## src/hdl/ffba_pkg.sv

```systemverilog
`timescale 1ns / 1ps

package ffba_pkg;

  // Operation codes carried in the input word.
  typedef enum logic [1:0] {
    OP_ALLOC = 2'd0,
    OP_FREE  = 2'd1,
    OP_INIT  = 2'd2,
    OP_NONE  = 2'd3
  } ffba_op_t;

  // Result status codes.
  typedef enum logic [1:0] {
    ST_OK      = 2'd0,
    ST_NOFIT   = 2'd1,
    ST_BADFREE = 2'd2,
    ST_RSVD    = 2'd3
  } ffba_status_t;

  // Configuration register indexes.
  localparam logic CFG_BASE_ADDRESS = 1'b0;
  localparam logic CFG_POOL_SIZE    = 1'b1;

  localparam logic [15:0] RESET_POOL_SIZE = 16'd3096;

  typedef struct packed {
    logic [1:0]  operation;
    logic [15:0] request_size;
    logic [31:0] free_address;
  } ffba_in_t;

  typedef struct packed {
    logic [31:0] data_address;
    logic [1:0]  status;
  } ffba_out_t;

  // One table entry. Block sizes never exceed the pool size, so 16 bits hold them.
  typedef struct packed {
    logic        used;
    logic [15:0] size;
  } ffba_entry_t;

  typedef enum logic [4:0] {
    S_IDLE,
    S_INIT,
    S_SCAN_RD,
    S_SCAN_CHK,
    S_SPL_RD,
    S_SPL_WR,
    S_ALLOC_WR1,
    S_ALLOC_WR0,
    S_RM_RD,
    S_RM_CHK,
    S_LM_RD,
    S_LM_CHK,
    S_MERGE_WR,
    S_CMP_RD,
    S_CMP_WR,
    S_DONE
  } ffba_state_t;

endpackage

```

## src/hdl/ffba_ram.sv

```systemverilog
`timescale 1ns / 1ps

module ffba_ram #(
  parameter int WIDTH = 17,
  parameter int DEPTH = 64
) (
  input  logic                     clk,
  input  logic                     we,
  input  logic [$clog2(DEPTH)-1:0] waddr,
  input  logic [WIDTH-1:0]         wdata,
  input  logic [$clog2(DEPTH)-1:0] raddr,
  output logic [WIDTH-1:0]         rdata
);

  logic [WIDTH-1:0] mem [DEPTH];

  // One write port and one registered read port.
  always_ff @(posedge clk) begin
    if (we) begin
      mem[waddr] <= wdata;
    end
    rdata <= mem[raddr];
  end

endmodule

```

## src/hdl/first_fit_block_allocator.sv

```systemverilog
`timescale 1ns / 1ps

// Channel | Direction | Handshake          | Word
// in_     | input     | in_valid/in_stall  | ffba_in_t: operation, request_size, free_address
// out_    | output    | out_valid/out_stall| ffba_out_t: data_address, status
// cfg_    | input     | cfg_we             | cfg_index selects base_address or pool_size
//
// An operation reads and checks each table entry visited through the single block
// table RAM port pair, and reads and writes each entry moved by a split or compaction.
// After reset the S_INIT state rebuilds entry zero before in_stall falls. A finished
// word waits in the output register, and the next word is taken meanwhile; the
// sequencer holds only when a second result is ready.
module first_fit_block_allocator #(
  parameter int MAX_BLOCKS   = 64,
  parameter int HEADER_BYTES = 16
) (
  input  logic             clk,
  input  logic             rst_n,
  input  logic             in_valid,
  output logic             in_stall,
  input  ffba_pkg::ffba_in_t  in_word,
  output logic             out_valid,
  input  logic             out_stall,
  output ffba_pkg::ffba_out_t out_word,
  input  logic             cfg_we,
  input  logic             cfg_index,
  input  logic [31:0]      cfg_data
);

  import ffba_pkg::*;

  localparam int IDX_W = $clog2(MAX_BLOCKS);
  localparam int CNT_W = $clog2(MAX_BLOCKS + 1);
  localparam logic [CNT_W-1:0] MAX_CNT = CNT_W'(MAX_BLOCKS);
  localparam logic [15:0] HDR16 = 16'(HEADER_BYTES);
  localparam logic [31:0] HDR32 = 32'(HEADER_BYTES);

  ffba_state_t state_r, state_nxt;
  logic [31:0] base_r;
  logic [15:0] pool_r;
  logic [CNT_W-1:0] count_r, count_nxt;
  logic [CNT_W-1:0] idx_r, idx_nxt;
  logic [CNT_W-1:0] aux_r, aux_nxt;
  logic [CNT_W-1:0] lo_r, lo_nxt;
  logic [31:0] off_r, off_nxt;
  logic [15:0] acc_r, acc_nxt;
  ffba_in_t req_r, req_nxt;
  logic is_op_r, is_op_nxt;
  ffba_out_t res_r, res_nxt;
  logic out_valid_r, out_valid_nxt;
  ffba_out_t out_r, out_nxt;

  logic ram_we;
  logic [IDX_W-1:0] ram_waddr, ram_raddr;
  ffba_entry_t ram_wdata, ram_rdata;
  logic [16:0] rem;
  logic [31:0] data_addr;

  ffba_ram #(
    .WIDTH($bits(ffba_entry_t)),
    .DEPTH(MAX_BLOCKS)
  ) u_table (
    .clk  (clk),
    .we   (ram_we),
    .waddr(ram_waddr),
    .wdata(ram_wdata),
    .raddr(ram_raddr),
    .rdata(ram_rdata)
  );

  assign in_stall  = (state_r != S_IDLE);
  assign out_valid = out_valid_r;
  assign out_word  = out_r;

  // Spare bytes of the entry under test, and the data address of that entry.
  assign rem       = {1'b0, ram_rdata.size} - {1'b0, req_r.request_size};
  assign data_addr = base_r + off_r + HDR32;

  // Configuration registers.
  always_ff @(posedge clk) begin
    if (!rst_n) begin
      base_r <= '0;
      pool_r <= RESET_POOL_SIZE;
    end else if (cfg_we) begin
      if (cfg_index == CFG_BASE_ADDRESS) begin
        base_r <= cfg_data;
      end else begin
        pool_r <= cfg_data[15:0];
      end
    end
  end

  // Sequencer and output registers.
  always_ff @(posedge clk) begin
    if (!rst_n) begin
      state_r     <= S_INIT;
      count_r     <= CNT_W'(1);
      is_op_r     <= 1'b0;
      out_valid_r <= 1'b0;
    end else begin
      state_r     <= state_nxt;
      count_r     <= count_nxt;
      is_op_r     <= is_op_nxt;
      out_valid_r <= out_valid_nxt;
    end
    idx_r <= idx_nxt;
    aux_r <= aux_nxt;
    lo_r  <= lo_nxt;
    off_r <= off_nxt;
    acc_r <= acc_nxt;
    req_r <= req_nxt;
    res_r <= res_nxt;
    out_r <= out_nxt;
  end

  always_comb begin
    state_nxt     = state_r;
    count_nxt     = count_r;
    idx_nxt       = idx_r;
    aux_nxt       = aux_r;
    lo_nxt        = lo_r;
    off_nxt       = off_r;
    acc_nxt       = acc_r;
    req_nxt       = req_r;
    is_op_nxt     = is_op_r;
    res_nxt       = res_r;
    out_nxt       = out_r;
    out_valid_nxt = out_valid_r;
    ram_we        = 1'b0;
    ram_waddr     = '0;
    ram_wdata     = '0;
    ram_raddr     = '0;

    // The output register empties when the consumer takes the word.
    if (out_valid_r && !out_stall) begin
      out_valid_nxt = 1'b0;
    end

    unique case (state_r)
      S_IDLE: begin
        if (in_valid) begin
          req_nxt = in_word;
          idx_nxt = '0;
          off_nxt = '0;
          res_nxt = '{data_address: '0, status: ST_OK};
          unique case (ffba_op_t'(in_word.operation))
            OP_ALLOC, OP_FREE: state_nxt = S_SCAN_RD;
            OP_INIT: begin
              is_op_nxt = 1'b1;
              state_nxt = S_INIT;
            end
            OP_NONE: state_nxt = S_DONE;
            default: state_nxt = S_DONE;
          endcase
        end
      end

      // Rebuild the table as one free block.
      S_INIT: begin
        ram_we    = 1'b1;
        ram_waddr = '0;
        ram_wdata = '{used: 1'b0, size: pool_r};
        count_nxt = CNT_W'(1);
        is_op_nxt = 1'b0;
        state_nxt = is_op_r ? S_DONE : S_IDLE;
      end

      // Walk the table in address order.
      S_SCAN_RD: begin
        if (idx_r == count_r) begin
          res_nxt.status = (ffba_op_t'(req_r.operation) == OP_ALLOC) ? ST_NOFIT : ST_BADFREE;
          state_nxt = S_DONE;
        end else begin
          ram_raddr = idx_r[IDX_W-1:0];
          state_nxt = S_SCAN_CHK;
        end
      end

      S_SCAN_CHK: begin
        if (ffba_op_t'(req_r.operation) == OP_ALLOC) begin
          if (!ram_rdata.used && !rem[16]) begin
            acc_nxt = ram_rdata.size;
            res_nxt.data_address = data_addr;
            if (rem[15:0] > HDR16 && count_r < MAX_CNT) begin
              aux_nxt   = count_r;
              state_nxt = S_SPL_RD;
            end else begin
              state_nxt = S_ALLOC_WR0;
            end
          end else begin
            off_nxt   = off_r + HDR32 + 32'(ram_rdata.size);
            idx_nxt   = idx_r + 1'b1;
            state_nxt = S_SCAN_RD;
          end
        end else begin
          if (ram_rdata.used && data_addr == req_r.free_address) begin
            acc_nxt   = ram_rdata.size;
            lo_nxt    = idx_r;
            state_nxt = S_RM_RD;
          end else begin
            off_nxt   = off_r + HDR32 + 32'(ram_rdata.size);
            idx_nxt   = idx_r + 1'b1;
            state_nxt = S_SCAN_RD;
          end
        end
      end

      // Open a slot behind the chosen entry, moving the tail up by one.
      S_SPL_RD: begin
        if (aux_r > idx_r + 1'b1) begin
          ram_raddr = IDX_W'(aux_r - 1'b1);
          state_nxt = S_SPL_WR;
        end else begin
          state_nxt = S_ALLOC_WR1;
        end
      end

      S_SPL_WR: begin
        ram_we    = 1'b1;
        ram_waddr = aux_r[IDX_W-1:0];
        ram_wdata = ram_rdata;
        aux_nxt   = aux_r - 1'b1;
        state_nxt = S_SPL_RD;
      end

      // Free remainder of the split.
      S_ALLOC_WR1: begin
        ram_we    = 1'b1;
        ram_waddr = IDX_W'(idx_r + 1'b1);
        ram_wdata = '{used: 1'b0, size: acc_r - req_r.request_size - HDR16};
        count_nxt = count_r + 1'b1;
        acc_nxt   = req_r.request_size;
        state_nxt = S_ALLOC_WR0;
      end

      S_ALLOC_WR0: begin
        ram_we    = 1'b1;
        ram_waddr = idx_r[IDX_W-1:0];
        ram_wdata = '{used: 1'b1, size: acc_r};
        state_nxt = S_DONE;
      end

      // Gather free neighbors to the right; idx_r marks the last merged entry.
      S_RM_RD: begin
        if (idx_r + 1'b1 < count_r) begin
          ram_raddr = IDX_W'(idx_r + 1'b1);
          state_nxt = S_RM_CHK;
        end else begin
          state_nxt = S_LM_RD;
        end
      end

      S_RM_CHK: begin
        if (!ram_rdata.used) begin
          acc_nxt   = acc_r + ram_rdata.size + HDR16;
          idx_nxt   = idx_r + 1'b1;
          state_nxt = S_RM_RD;
        end else begin
          state_nxt = S_LM_RD;
        end
      end

      // Gather free neighbors to the left; lo_r marks the first merged entry.
      S_LM_RD: begin
        if (lo_r != '0) begin
          ram_raddr = IDX_W'(lo_r - 1'b1);
          state_nxt = S_LM_CHK;
        end else begin
          state_nxt = S_MERGE_WR;
        end
      end

      S_LM_CHK: begin
        if (!ram_rdata.used) begin
          acc_nxt   = acc_r + ram_rdata.size + HDR16;
          lo_nxt    = lo_r - 1'b1;
          state_nxt = S_LM_RD;
        end else begin
          state_nxt = S_MERGE_WR;
        end
      end

      // Write the merged block, then close the gap behind it.
      S_MERGE_WR: begin
        ram_we    = 1'b1;
        ram_waddr = lo_r[IDX_W-1:0];
        ram_wdata = '{used: 1'b0, size: acc_r};
        aux_nxt   = idx_r + 1'b1;
        count_nxt = count_r - (idx_r - lo_r);
        lo_nxt    = lo_r + 1'b1;
        idx_nxt   = count_r;
        state_nxt = S_CMP_RD;
      end

      // Compaction: aux_r is the source, lo_r the destination, idx_r the old count.
      S_CMP_RD: begin
        if (aux_r < idx_r) begin
          ram_raddr = aux_r[IDX_W-1:0];
          state_nxt = S_CMP_WR;
        end else begin
          state_nxt = S_DONE;
        end
      end

      S_CMP_WR: begin
        ram_we    = 1'b1;
        ram_waddr = lo_r[IDX_W-1:0];
        ram_wdata = ram_rdata;
        aux_nxt   = aux_r + 1'b1;
        lo_nxt    = lo_r + 1'b1;
        state_nxt = S_CMP_RD;
      end

      // Hand the word over once the output register is free.
      S_DONE: begin
        if (!out_valid_r || !out_stall) begin
          out_nxt       = res_r;
          out_valid_nxt = 1'b1;
          state_nxt     = S_IDLE;
        end
      end

      default: state_nxt = S_IDLE;
    endcase
  end

endmodule
```

## config.mk

```make
export PLATFORM = sky130hd
export DESIGN_NAME = first_fit_block_allocator
export DESIGN_NICKNAME = d
export VERILOG_FILES = /design/src/hdl/ffba_pkg.sv /design/src/hdl/ffba_ram.sv /design/src/hdl/first_fit_block_allocator.sv
export SDC_FILE = /design/constraint.sdc
export NUM_CORES = 2
export LEC_CHECK = 0
export BUFFER_PORTS_ARGS = -buffer_cell sky130_fd_sc_hd__buf_2
export CORE_ASPECT_RATIO = 0.8
export CORE_MARGIN = 2
export CORE_UTILIZATION = 50
export CTS_CLUSTER_DIAMETER = 40
export DETAILED_ROUTE_END_ITERATION = 6
export GPL_ROUTABILITY_DRIVEN = 0
export PLACE_DENSITY = 0.78
export SYNTH_ARGS = -nofsm -noshare
export SYNTH_HDL_FRONTEND = slang
export SYNTH_SLANG_ARGS = --single-unit
```

## constraint.sdc

```tcl
create_clock -name clk -period 7.3 [get_ports clk]
set_clock_uncertainty 0.1 [all_clocks]
set_input_delay 0.73 -clock clk [delete_from_list [all_inputs] [get_ports clk]]
set_output_delay 0.73 -clock clk [all_outputs]
set_load 0.01 [all_outputs]
```

==> out/metrics.cfg <==
[run_status]
status = finished, violations left
violations = design-rule violations, max-capacitance violations, max-slew violations

[sta]
rsz0062_at_grt = no
hold_viol = 0
finalSetupViolCount = 0
max_freq_mhz = 150
slew_violations = 2
worst_pin_slew_ns = 1.62
setup_tns_ns = 0
min_period_ns = 6.67
relSlewSlack_pct = -8.91
min_period_over_period_pct = 91.4

[run]
cap_viol_max_count = 1

[setup_path]
path_max_fanout = 22
critPathArrivalTime_ns = 7.30
critPathKind = register to register
start_kind = register
cp-end-kind = register
required_ns = 7.92

[cts]
postCtsHoldBufs = 12
cts_resized = 0
postCtsSetupBuffers = 0
cts_root_buf = clkbuf_16
cts_buffers = 145
clk_pin_slew_ns = 0.07
cts_sinks = 1353
cts_max_path_buffers = 3
clkLatencyLatePin_ns = 0.79
cts_tree = yes
cts_htree_levels = 4

[floorplan]
die_y_um = 317
num_rows = 114
coreArea_um2 = 121000
ioPinCount = 124
die_area_um2 = 125000
start_util_pct = 50.5
dieWidth_um = 395

[finish]
fin_util_pct = 57.0
fin_cells = 6779
layout-drive-gt1-share_pct = 11.6
final_cell_mix = 1,275 x edfxtp_1, 869 x nand2_1, 293 x nand3_1
final_common_cell = edfxtp_1
area_growth_pct = 12.9
final_net_count = 5339

[synthesis]
yosysTopAreaCell = edfxtp_1
yosys.area_share.simple_pct = 13.0
synth-seq-area-share_pct = 65.1
synth_xor_area_share_pct = 2.10
synth.distinct_cells = 104
ys_ff_latch = 1353
synthAdderAreaFrac_pct = 4.59
syn_area_um2 = 61200
yosys-top-cells-area = edfxtp_1 63%, nand2_1 5.4%, ha_1 4.2%
syn_nets = 5144
synth_ff_type = edfxtp_1
syn_area_per_cell_um2 = 12.7
synth-compound-area-share_pct = 9.02
ys_warn_count = 0
synth.area.mux_share_pct = 3.64
synth_top_area_share_pct = 62.5
synth_edf_count = 1275
synth_top_family_by_area = simple AND/OR/NAND/NOR gates
synthArstFlopShare_pct = 0
synthCells = 4838

[grt]
grt_pass1_vias = 40896
grt_pass1_wl_mm = 256
grt_remaining_overflow = 0
antenna_found_initial = 9
track_usage_pct = 27.2
grt_start_max_net_pins = 124

[routing]
wl_mm = 173
ant_nets = 0
drc = 20
detailroute.via_count = 43209
first_pass_iters = 7
viasPerCell = 6.37
drtIter0Drc = 6817
post_drt_wl_per_cell_um = 25.5

[place]
numPortBuffers = 123
placed_cells = 6498
dp_hpwl_mm = 109

[pwr]
p_leak_uw = 0.0248
ir_drop_mv = 0.339
p_per_area_nw_per_um2 = 343

[hold_path]
hold_class = input pin to register

-- sequential cells by signal, indices dropped and copies added (netlist names) --
signal and cells:
state_r 4, u_table.rdata 17, off_r 32, acc_r 16, base_r 32, u_table.mem 1088, aux_r 7, pool_r 16
lo_r 7, count_r 7, req_r 50, out_word 34, idx_r 7, out_valid 1, is_op_r 1, res_r 34
-- through the flow --
stage	total power [uW]	hold WS, ns	worst slack (ns)	area (um2)
after floorplan	14100	0.300	1.21	61200
after global placement	16100	0.303	1.14	64300
after detailed placement	16300	0.305	1.05	64300
after CTS	23500	0.000599	0.924	69100
after global routing	24500	0.0117	0.385	69100
final	23700	0.0244	0.626	69100
-- worst max-delay path, stage by stage, from the launching register on --
cell and delay [ns]:
edfxtp_1 0.60, ha_1 0.36, nand3_1 0.12, xnor2_1 0.31, inv_1 0.15, ha_1 0.33, a21o_1 0.17, a21oi_1 0.14
nor2b_1 0.10, o31ai_2 0.66, o221ai_1 0.47, nor3_4 0.69, buf_4 0.44, buf_4 0.32, a22oi_1 0.15, o21ai_0 1.25
or4_1 0.25
-- final timing paths --
check	startpoint	endpoint	slack, ns	cells past startpoint
min	in_word[40]	req_r[40]	0.02	1
min reg2reg	res_r[7]	out_word[7]	0.31	0
max	idx_r[0]	u_table.rdata[12]	0.63	16
max reg2reg	idx_r[0]	u_table.rdata[12]	0.63	16
-- cell families (layout without fill, tap and decap cells) --
kind of cell             after synthesis  in the layout
buffers and inverters                378            689
adder cells (fa/ha/maj)              218            218
other                                  0              6
multiplexers                         169            169
AO/OA/AOI/OAI                        809            809
AND/OR/NAND/NOR                     1779           1779
XOR/XNOR                             132            132
flip-flops                          1353           1353
-- cells in the mapped netlist, drive strengths merged (78+ instances only) --
library cell and count:
o21ai 132, edfxtp 1275, nand3 293, ha 207, nor2 297, a32oi 83, nand2 877, buf 122
inv 149, xnor2 79, a21oi 227, mux2i 125, clkbuf 107, dfxtp 78
-- power breakdown --
part / internal (uW) / total [uW] / switching, uW
Sequential: 9380 / 9810 / 429
Clock: 4130 / 7290 / 3150
Combinational: 2200 / 6590 / 4390
-- layout make-up --
type	count	area, um2
Sequential cell	1353	39800
Antenna cell	6	15.0
Inverter	149	559
Clock inverter	85	861
Timing Repair Buffer	277	1940
Multi-Input combinational cell	3107	20000
Fill cell	9307	52100
Clock buffer	178	3850
Tap cell	1624	2030
-- routing by layer --
metal / routed length [um] / up-vias / share of wire [%] / GRT usage [%]
li1: - / 18571 / - / -
met1: 65200 / 21000 / 38 / 37.4
met2: 75300 / 3100 / 44 / 40.3
met3: 23900 / 534 / 14 / 7.89
met4: 8160 / 4 / 4.7 / 12.1
met5: 23 / - / 0.013 / 0
Note: power is estimated with default switching activity, not from simulation.
